===== src/hw/rtl/lfra_pkg.sv =====
// Shared types and constants for the lowest-free room allocator.
// Used by lfra_cell and lowest_free_room_allocator_unit; no dependencies.
package lfra_pkg;

	// Number of rooms held by the cell row
	localparam int MAX_ROOMS = 64;
	// Bits of a room index inside the design
	localparam int ROOM_W    = (MAX_ROOMS > 1) ? $clog2(MAX_ROOMS) : 1;
	// Bits of a room total (0 to MAX_ROOMS)
	localparam int NUM_W     = $clog2(MAX_ROOMS + 1);

	localparam int TIME_W    = 32;
	localparam int CNT_W     = 16;
	localparam int IN_W      = 16;
	localparam int CFG_W     = 7;
	localparam int OUT_ROOM_W = 6;

	// Per-room state held in one cell
	typedef struct packed {
		logic [TIME_W-1:0] free_time;
		logic [CNT_W-1:0]  use_count;
	} room_rec_t;

	// Per-cell control from the sequencer
	typedef struct packed {
		logic shift;
		logic write;
	} cell_ctl_t;

	// Sequencer states
	typedef enum logic [2:0] {
		ST_IDLE = 3'b001,
		ST_SCAN = 3'b010,
		ST_DONE = 3'b100
	} seq_state_t;

endpackage


===== src/hw/rtl/lfra_cell.sv =====
// One room cell of the allocator's rotating row: holds free time and use count.
// Depends on lfra_pkg for the record and control types.
module lfra_cell (
	input  logic                clk,
	input  logic                arst_n,
	input  lfra_pkg::cell_ctl_t ctl,
	input  lfra_pkg::room_rec_t nxt_rec,
	input  lfra_pkg::room_rec_t wr_rec,
	output lfra_pkg::room_rec_t rec
);
	import lfra_pkg::*;

	room_rec_t rec_q;

	// Rotate one place along the row, or take the updated record
	always_ff @(posedge clk or negedge arst_n) begin
		if (!arst_n) begin
			rec_q <= '0;
		end else if (ctl.shift) begin
			rec_q <= nxt_rec;
		end else if (ctl.write) begin
			rec_q <= wr_rec;
		end
	end

	assign rec = rec_q;

endmodule

===== config.mk =====
export PLATFORM = sky130hd
export DESIGN_NAME = lfra_cell
export DESIGN_NICKNAME = d
export VERILOG_FILES = /design/src/hw/rtl/lfra_pkg.sv /design/src/hw/rtl/lfra_cell.sv
export SDC_FILE = /design/constraint.sdc
export NUM_CORES = 1
export LEC_CHECK = 0
export ABC_AREA = 1
export BUFFER_PORTS_ARGS = -buffer_cell sky130_fd_sc_hd__buf_2
export CAP_MARGIN = 20
export CORE_MARGIN = 2
export CORE_UTILIZATION = 44
export CTS_CLUSTER_DIAMETER = 60
export CTS_CLUSTER_SIZE = 14
export DETAILED_ROUTE_END_ITERATION = 10
export GPL_TIMING_DRIVEN = 0
export PLACE_DENSITY = 0.85
export SLEW_MARGIN = 10
export SYNTH_ARGS = -nofsm -noshare
export SYNTH_HDL_FRONTEND = slang
export SYNTH_SLANG_ARGS = --single-unit

===== constraint.sdc =====
create_clock -name clk -period 1.2 [get_ports clk]
set_input_delay 0.12 -clock clk [delete_from_list [all_inputs] [get_ports clk]]
set_output_delay 0.12 -clock clk [all_outputs]
set_load 0.005 [all_outputs]

==> results.toml, run 1 <==
[setup_path]
crit_arrival_ps = 820
crit_family = "flip-flops"
cp_cell_sequence = "buf_2"
cp_slowest_stage_delay_ps = 400
path_buf_inv = 1
worst-setup-path-type = "reg2out"
critPathCapture = "rec[20]"
slowest_stage = "dfrtp_1"
crit_path_end_kind = "output port"
cp.required_ps = 1080
worstReg2RegEnd = "rec[20]"
crit-reg2reg-launch = "rec[20]"
crit_path_start_kind = "flip-flop"
reg2reg_depth = 2
path_max_fanout = 2
cp.depth = 1
worst-r2r-setup-slack_ps = 530
startpoint = "rec[20]"

[clock_tree]
cts.root.buffer_cell = "clkbuf_8"
cts_buffers = 5
cts_tree = "yes"
clock-sinks = 48
insertion_delay_ps = 290
post_cts_buffers = 0
path_clk_slew_ps = 80
max-clock-path-buffers = 2
htree_num_levels = 2

[logic_synthesis]
synth_area_per_cell_um2 = 8.204
synth_area_um2 = 2150
synth_seq_area_share_pct = 55.88
postSynthCellCount = 262
ys_ff_latch = 48
ys_warn_count = 0
synth_nets = 362
ys_types = 9

[timing]
maxSlewHeadroom_pct = 69.74
maxSlewViolCount = 0
setup_viol = 0
rsz0062_at_grt = "no"
hold_viol_final = 0
timing.clock.skew_ps = 0
finalCritPeriodShare_pct = 78.66
timing.fmax_mhz = 1059
tns_ps = 0
min_period_ps = 943.9
tightest_slew_ps = 453.9

[pwr]
power.leakage_nw = 1.717
ir_drop_v = 0.0006276
power.share.combinational_pct = 19.5
netSwitchingPower_w = 0.0009373
switching_share_pct = 26.34
p_int_w = 0.002621
p_clk_share_pct = 28.6
powerDensity_nw_per_um2 = 1149
seqPwrFrac_pct = 51.9

[die]
initial_core_util_pct = 45.51
die_h_um = 73.90
core_area_um2 = 4723
die_x_um = 73.90
rows = 25
fp.dieArea_um2 = 5460
ios = 148

[layout]
area_delta_synth_final_pct = 44.00
drive_above_1_share_pct = 40.67
final_area_um2 = 3095
largest_reg_flops = 48
utilization_pct = 65.54
nFillCells = 415
antennaDiodeCount = 0
final_nets = 518

[global_route]
grtUsageMet3_pct = 5.487
busiest_layer = "met2"
grt_util_met2_pct = 40.67
grt_pass1_vias = 2105
grt_pass1_wl_mm = 9.666
grt_use_met1_pct = 28.28
grt_usage_pct = 23.08
grt_max_degree = 49
grt_overflow = 0
grt_antenna_before_repair = 0

[drt]
drt_iter0_drc = 129
wl_per_cell_um = 13.00
drc = 0
routed_via_density = 4.953
antenna_left = 0
dr.pass1.iters = 4
vias = 2402
drt-total-wl_mm = 6.306

[job]
max_cap_violations = 0

[placed_design]
portBuffers = 147
place_hpwl_mm = 4.722
dpl_cell_area_um2 = 2969
gp_congestion = 0.7355

[min_path]
hp-class = "in2reg"

[status]
status = "complete, no violations"
layer usage:
layer,vias up,share of wire (%)
met4,0,1.1
met3,7,7.0
li1,1179,-
met1,1113,42
met5,-,0
met2,103,50
power groups by stage:
stage	clock network (W)	registers, W	logic [W]
after floorplan	0	0.00189	0.000254
after detailed placement	0	0.00188	0.000694
after global placement	0	0.00187	0.000673
final	0.00102	0.00185	0.000693
after CTS	0.00104	0.00185	0.000695
after global routing	0.00110	0.00186	0.000782
cell type report:
cell class                 count  area [um^2]  share of cell area [%]
multi-input combinational    193        844.6                   27.28
sequential                    48         1201                   38.80
tap                           67        83.83                   2.708
clock buffer                   7        96.34                   3.112
timing repair buffer         149        765.7                   24.74
buffer                        20        100.1                   3.234
inverter                       1        3.754                  0.1213
synthesized netlist by cell type:
library cell	n	area, um^2
inv_2	1	3.750
nand2_1	96	360.4
nor2_1	1	3.750
clkbuf_1	4	15.01
buf_4	3	22.52
buf_2	11	55.05
buf_1	2	7.510
dfrtp_1	48	1201
nand3_1	96	480.5
worst min path at each step:
stage                startpoint      end  slack, ps  cells after the start
global placement    nxt_rec[10]  rec[10]        340                      3
CTS                 nxt_rec[11]  rec[11]         30                      3
finish              nxt_rec[19]  rec[19]         40                      3
detailed placement  nxt_rec[11]  rec[11]        340                      3
floorplan                arst_n   rec[0]       -180                      0
global route        nxt_rec[11]  rec[11]         30                      3
per-stage QoR:
step	worst slack [ps]	hold WS, ps	cells	total power [W]
floorplan	472.9	-175.6	262	0.002145
global placement	150.9	336.1	476	0.002543
detailed placement	114.9	339.0	476	0.002570
CTS	245.8	27.97	483	0.003581
global route	208.3	31.87	485	0.003744
finish	256.1	36.78	485	0.003558
repair_timing:
item / 4_1_cts / 5_1_grt
resized for setup: 0 / 0
hold buffers: 0 / 1
endpoints found under the setup margin: 0 / 0
endpoints found under the hold margin: 0 / 17
layout by cell type (no fill, tap or decap), drive strengths merged:
master	netlist	layout
nand3	96	96
inv	1	1
nand2	96	96
buf	16	164
nor2	1	1
clkbuf	4	11
dlygate4sd3	0	1
dfrtp	48	48
kinds of logic (layout without fill, tap and decap cells):
| logic type | after synthesis | after routing | synth area share (%) |
|---|---|---|---|
| simple gates | 193 | 193 | 39.29 |
| flops | 48 | 48 | 55.88 |
| buf+inv | 21 | 177 | 4.831 |
Note: power is estimated with default switching activity, not from simulation.
==> run 2: changes to the inputs <==
- CORE_UTILIZATION: 44 -> 41
- PLACE_DENSITY: 0.85 -> 0.8
- clock period: 1.2 -> 0.99 ns (I/O delays scaled with it)
==> results.toml, run 2 (synthesis gave the netlist of run 1 again) <==
[layout]
area_delta_synth_final_pct = 44.18
drive_above_1_share_pct = 40.67
final_cell_mix = "buf_2, nand2_1, nand3_1"
final_nets = 518
largest_reg_flops = 48
utilization_pct = 61.07
layout_commonest_cell = "buf_2"
antennaDiodeCount = 0

[timing]
layout_setup_ws_ps = 76.40
timing.clock.skew_ps = 0
maxSlewViolCount = 0
finalCritPeriodShare_pct = 92.28
setup_viol = 0
hold_viol_final = 0
timing.fmax_mhz = 1095
rsz0062_at_grt = "no"
min_period_ps = 913.6
tightest_slew_ps = 484.6
maxSlewHeadroom_pct = 67.70

[clock_tree]
htree_num_levels = 2
max-clock-path-buffers = 2
post_cts_resized = 0
cts.root.buffer_cell = "clkbuf_8"
post_cts_buffers = 0
clock-sinks = 48
path_clk_slew_ps = 80
cts_hold_buf = 0
cts_buffers = 5
cts_tree = "yes"
insertion_delay_ps = 290

[setup_path]
crit_path_start_kind = "flip-flop"
worst-setup-path-type = "reg2out"
crit_path_end_kind = "output port"
cp.required_ps = 890
path_max_fanout = 2
crit_family = "flip-flops"
cp_slowest_stage_delay_ps = 400
slowest_stage = "dfrtp_1"
path_buf_inv = 1
cp_cell_sequence = "buf_2"
crit_arrival_ps = 810

[pwr]
powerDensity_nw_per_um2 = 1387
ir_drop_v = 0.0006540
power.leakage_nw = 1.717

[global_route]
grt_antenna_before_repair = 0
grt_overflow = 0
grt_pass1_wl_mm = 10.59
grt_pass1_vias = 2327
grt_max_degree = 49
grt_usage_pct = 22.11

[die]
ios = 148
core_area_um2 = 5075
initial_core_util_pct = 42.36
rows = 26
die_h_um = 76.41
die_x_um = 76.41
fp.dieArea_um2 = 5838

[placed_design]
place_ws_ps = -57.96
place_hpwl_mm = 4.664
gp_congestion = 0.7597
portBuffers = 147

[drt]
drc = 0
drt_iter0_drc = 64
antenna_left = 0
wl_per_cell_um = 12.70
dr.pass1.iters = 4
drt-total-wl_mm = 6.198
routed_via_density = 4.846
vias = 2365

[status]
status = "complete, no violations"

[job]
max_cap_violations = 0

[min_path]
hp-class = "in2reg"
run 2: layer usage:
layer / wire, um / global-route usage [%]
met5: 0 / 0
met4: 89 / 5.273
met3: 462 / 4.976
met2: 3096 / 39.29
met1: 2550 / 27.32
run 2: through the flow:
| stage | instances | total power, W | TNS, ps | hold WS [ps] | area [um^2] |
|---|---|---|---|---|---|
| floorplan | 262 | 0.002600 | 0 | -196.6 | 2150 |
| finish | 488 | 0.004300 | 0 | 20.07 | 3099 |
| CTS | 486 | 0.004358 | 0 | 9.574 | 3069 |
| global placement | 479 | 0.003086 | -872.4 | 314.5 | 2973 |
| detailed placement | 479 | 0.003111 | -3197 | 322.7 | 2973 |
| global route | 488 | 0.004569 | 0 | 13.37 | 3099 |
run 2: power breakdown:
group          switching, W  internal (W)  leakage (nW)  total, W
clock              0.000608      0.000623        0.0503   0.00123
combinational      0.000423      0.000411          1.08  0.000834
sequential        0.0000934       0.00214         0.582   0.00224
run 2: final timing paths:
path                              from       to  slack (ps)  depth (start not counted)
min                        nxt_rec[13]  rec[13]          20                          3
min reg2reg                    rec[39]  rec[39]         480                          2
min in group asynchronous       arst_n  rec[33]         320                          2
max                            rec[26]  rec[26]          80                          1
max reg2reg                    rec[26]  rec[26]         310                          2
max in group asynchronous       arst_n   rec[1]         170                          3
run 2: area by class of cell:
class | instances | area [um^2]
Multi-Input combinational cell | 193 | 844.6
Sequential cell | 48 | 1201
Inverter | 1 | 3.754
Tap cell | 70 | 87.58
Fill cell | 483 | 1976
Buffer | 20 | 100.1
Timing Repair Buffer | 149 | 765.7
Clock buffer | 7 | 96.34
run 2: tightest hold or removal path: stages:
cell     delay [ps]
buf_2            70
nand2_1          40
nand3_1          70
==> run 3: changes to the inputs <==
- ABC_AREA: 1 -> default
- CORE_UTILIZATION: 41 -> 42
==> results.toml, run 3 <==
[logic_synthesis]
ys.flop_type = "dfrtp_1"
yosysTopAreaCellShare_pct = 53.63
synth_area_per_cell_um2 = 10.77
synth_edf_count = 0
ys_ff_latch = 48
synth_seq_area_share_pct = 53.63
ys_types = 9
yosys-top-cells-area = "dfrtp_1, mux2i_1, nand2_1"
synth_common_cells = "dfrtp_1, mux2i_1, nand2_1, o21ai_0, o21ai_1"
synth_nets = 308
synth_largest_area_cell = "dfrtp_1"
postSynth.asyncResetShare_pct = 100.0
synth_area_um2 = 2240
ys_warn_count = 0
postSynthCellCount = 208

[die]
die_h_um = 77.03
rows = 26
die_x_um = 77.03
core_area_um2 = 5140
initial_core_util_pct = 43.57
ios = 148
fp.dieArea_um2 = 5933

[job]
max_cap_violations = 0

[setup_path]
worstReg2RegEnd = "rec[20]"
cp_cell_sequence = "buf_2"
cp.required_ps = 890
critPathCapture = "rec[12]"
worst-r2r-setup-slack_ps = 220
path_buf_inv = 1
crit-reg2reg-launch = "rec[20]"
crit_path_start_kind = "flip-flop"
startpoint = "rec[12]"
reg2reg_depth = 2
crit_family = "flip-flops"
path_max_fanout = 2
cp_slowest_stage_delay_ps = 400
worst-setup-path-type = "reg2out"
cp.depth = 1
crit_path_end_kind = "output port"
slowest_stage = "dfrtp_1"
crit_arrival_ps = 820

[clock_tree]
htree_num_levels = 2
post_cts_buffers = 0
post_cts_resized = 0
cts_tree = "yes"
path_clk_slew_ps = 80
clock-sinks = 48
cts.root.buffer_cell = "clkbuf_8"
insertion_delay_ps = 280
max-clock-path-buffers = 2
cts_hold_buf = 0
cts_buffers = 5

[timing]
hold-worst-slack_ps = 12.74
maxSlewViolCount = 0
timing.clock.skew_ps = 0
rsz0062_at_grt = "no"
hold_viol_final = 0
min_period_ps = 919.7
maxSlewHeadroom_pct = 62.54
tightest_slew_ps = 561.9
layout_setup_ws_ps = 70.30
timing.fmax_mhz = 1087
finalCritPeriodShare_pct = 92.90
setup_viol = 0

[layout]
layout_commonest_cell = "buf_2"
nFillCells = 479
final_cell_mix = "buf_2, mux2i_1, nand2_1, dfrtp_1, o21ai_0"
drive_above_1_share_pct = 44.90
antennaDiodeCount = 0
largest_reg_flops = 48
area_delta_synth_final_pct = 42.01
final_area_um2 = 3181
final_nets = 462
utilization_pct = 61.88

[pwr]
netSwitchingPower_w = 0.001112
p_int_w = 0.003186
seqPwrFrac_pct = 52.0
power.leakage_nw = 1.747
power.share.combinational_pct = 20.7
ir_drop_v = 0.0006102
switching_share_pct = 25.88
p_clk_share_pct = 27.3
powerDensity_nw_per_um2 = 1352

[global_route]
grt_overflow = 0
grt_max_degree = 49
grt_antenna_before_repair = 0
grt_pass1_wl_mm = 9.708
grt_pass1_vias = 2107
grt_usage_pct = 20.37

[drt]
dr.pass1.iters = 4
drc = 0
routed_via_density = 4.760
wl_per_cell_um = 14.08
drt-total-wl_mm = 6.095
drt_iter0_drc = 56
antenna_left = 0
vias = 2061

[status]
status = "complete, no violations"

[placed_design]
portBuffers = 145
place_ws_ps = -58.80
place_hpwl_mm = 4.565
dpl_cell_area_um2 = 3053
gp_congestion = 0.7504

[min_path]
hp-class = "in2reg"
[run 3: final cells by class]
type,instances,area [um^2],share of cell area [%]
plain buffers,16,137.6,4.327
clock buffers,8,90.09,2.832
multi-input cells,144,900.9,28.32
flip-flops and latches,48,1201,37.77
well taps,70,87.58,2.754
repair buffers,147,763.2,24.00
[run 3: per-layer routing]
| metal | track usage [%] | vias to the layer above | part of all wire [%] |
|---|---|---|---|
| li1 | - | 1020 | - |
| met1 | 25.08 | 940 | 43 |
| met5 | 0 | - | 0 |
| met3 | 3.294 | 4 | 6.3 |
| met4 | 5.357 | 0 | 0.79 |
| met2 | 37.11 | 97 | 49 |
[run 3: cells by family after synthesis]
group	share of synthesized area (%)
compound gates	10.73
mux	21.45
buf+inv	6.145
simple gates	8.045
flops	53.63
[run 3: power groups by stage]
stage / Combinational, W / Clock, W / Sequential [W]
finish: 0.000890 / 0.00117 / 0.00223
global route: 0.000993 / 0.00128 / 0.00226
CTS: 0.000887 / 0.00121 / 0.00223
detailed placement: 0.000888 / 0 / 0.00227
global placement: 0.000859 / 0 / 0.00226
floorplan: 0.000370 / 0 / 0.00229
[run 3: how the worst min path moves through the flow]
stage	slack, ps	from	to	cells past startpoint
global placement	310	nxt_rec[10]	rec[10]	3
finish	10	nxt_rec[10]	rec[10]	3
global route	20	nxt_rec[30]	rec[30]	3
floorplan	-200	arst_n	rec[0]	0
CTS	3	nxt_rec[18]	rec[18]	3
detailed placement	310	nxt_rec[18]	rec[18]	3
[run 3: per-stage QoR]
| step | TNS (ps) | std cells | power (W) |
|---|---|---|---|
| after detailed placement | -2717 | 423 | 0.003156 |
| after CTS | 0 | 431 | 0.004327 |
| after global placement | -810.1 | 423 | 0.003120 |
| after global routing | 0 | 433 | 0.004529 |
| after floorplan | 0 | 208 | 0.002656 |
| final | 0 | 433 | 0.004299 |
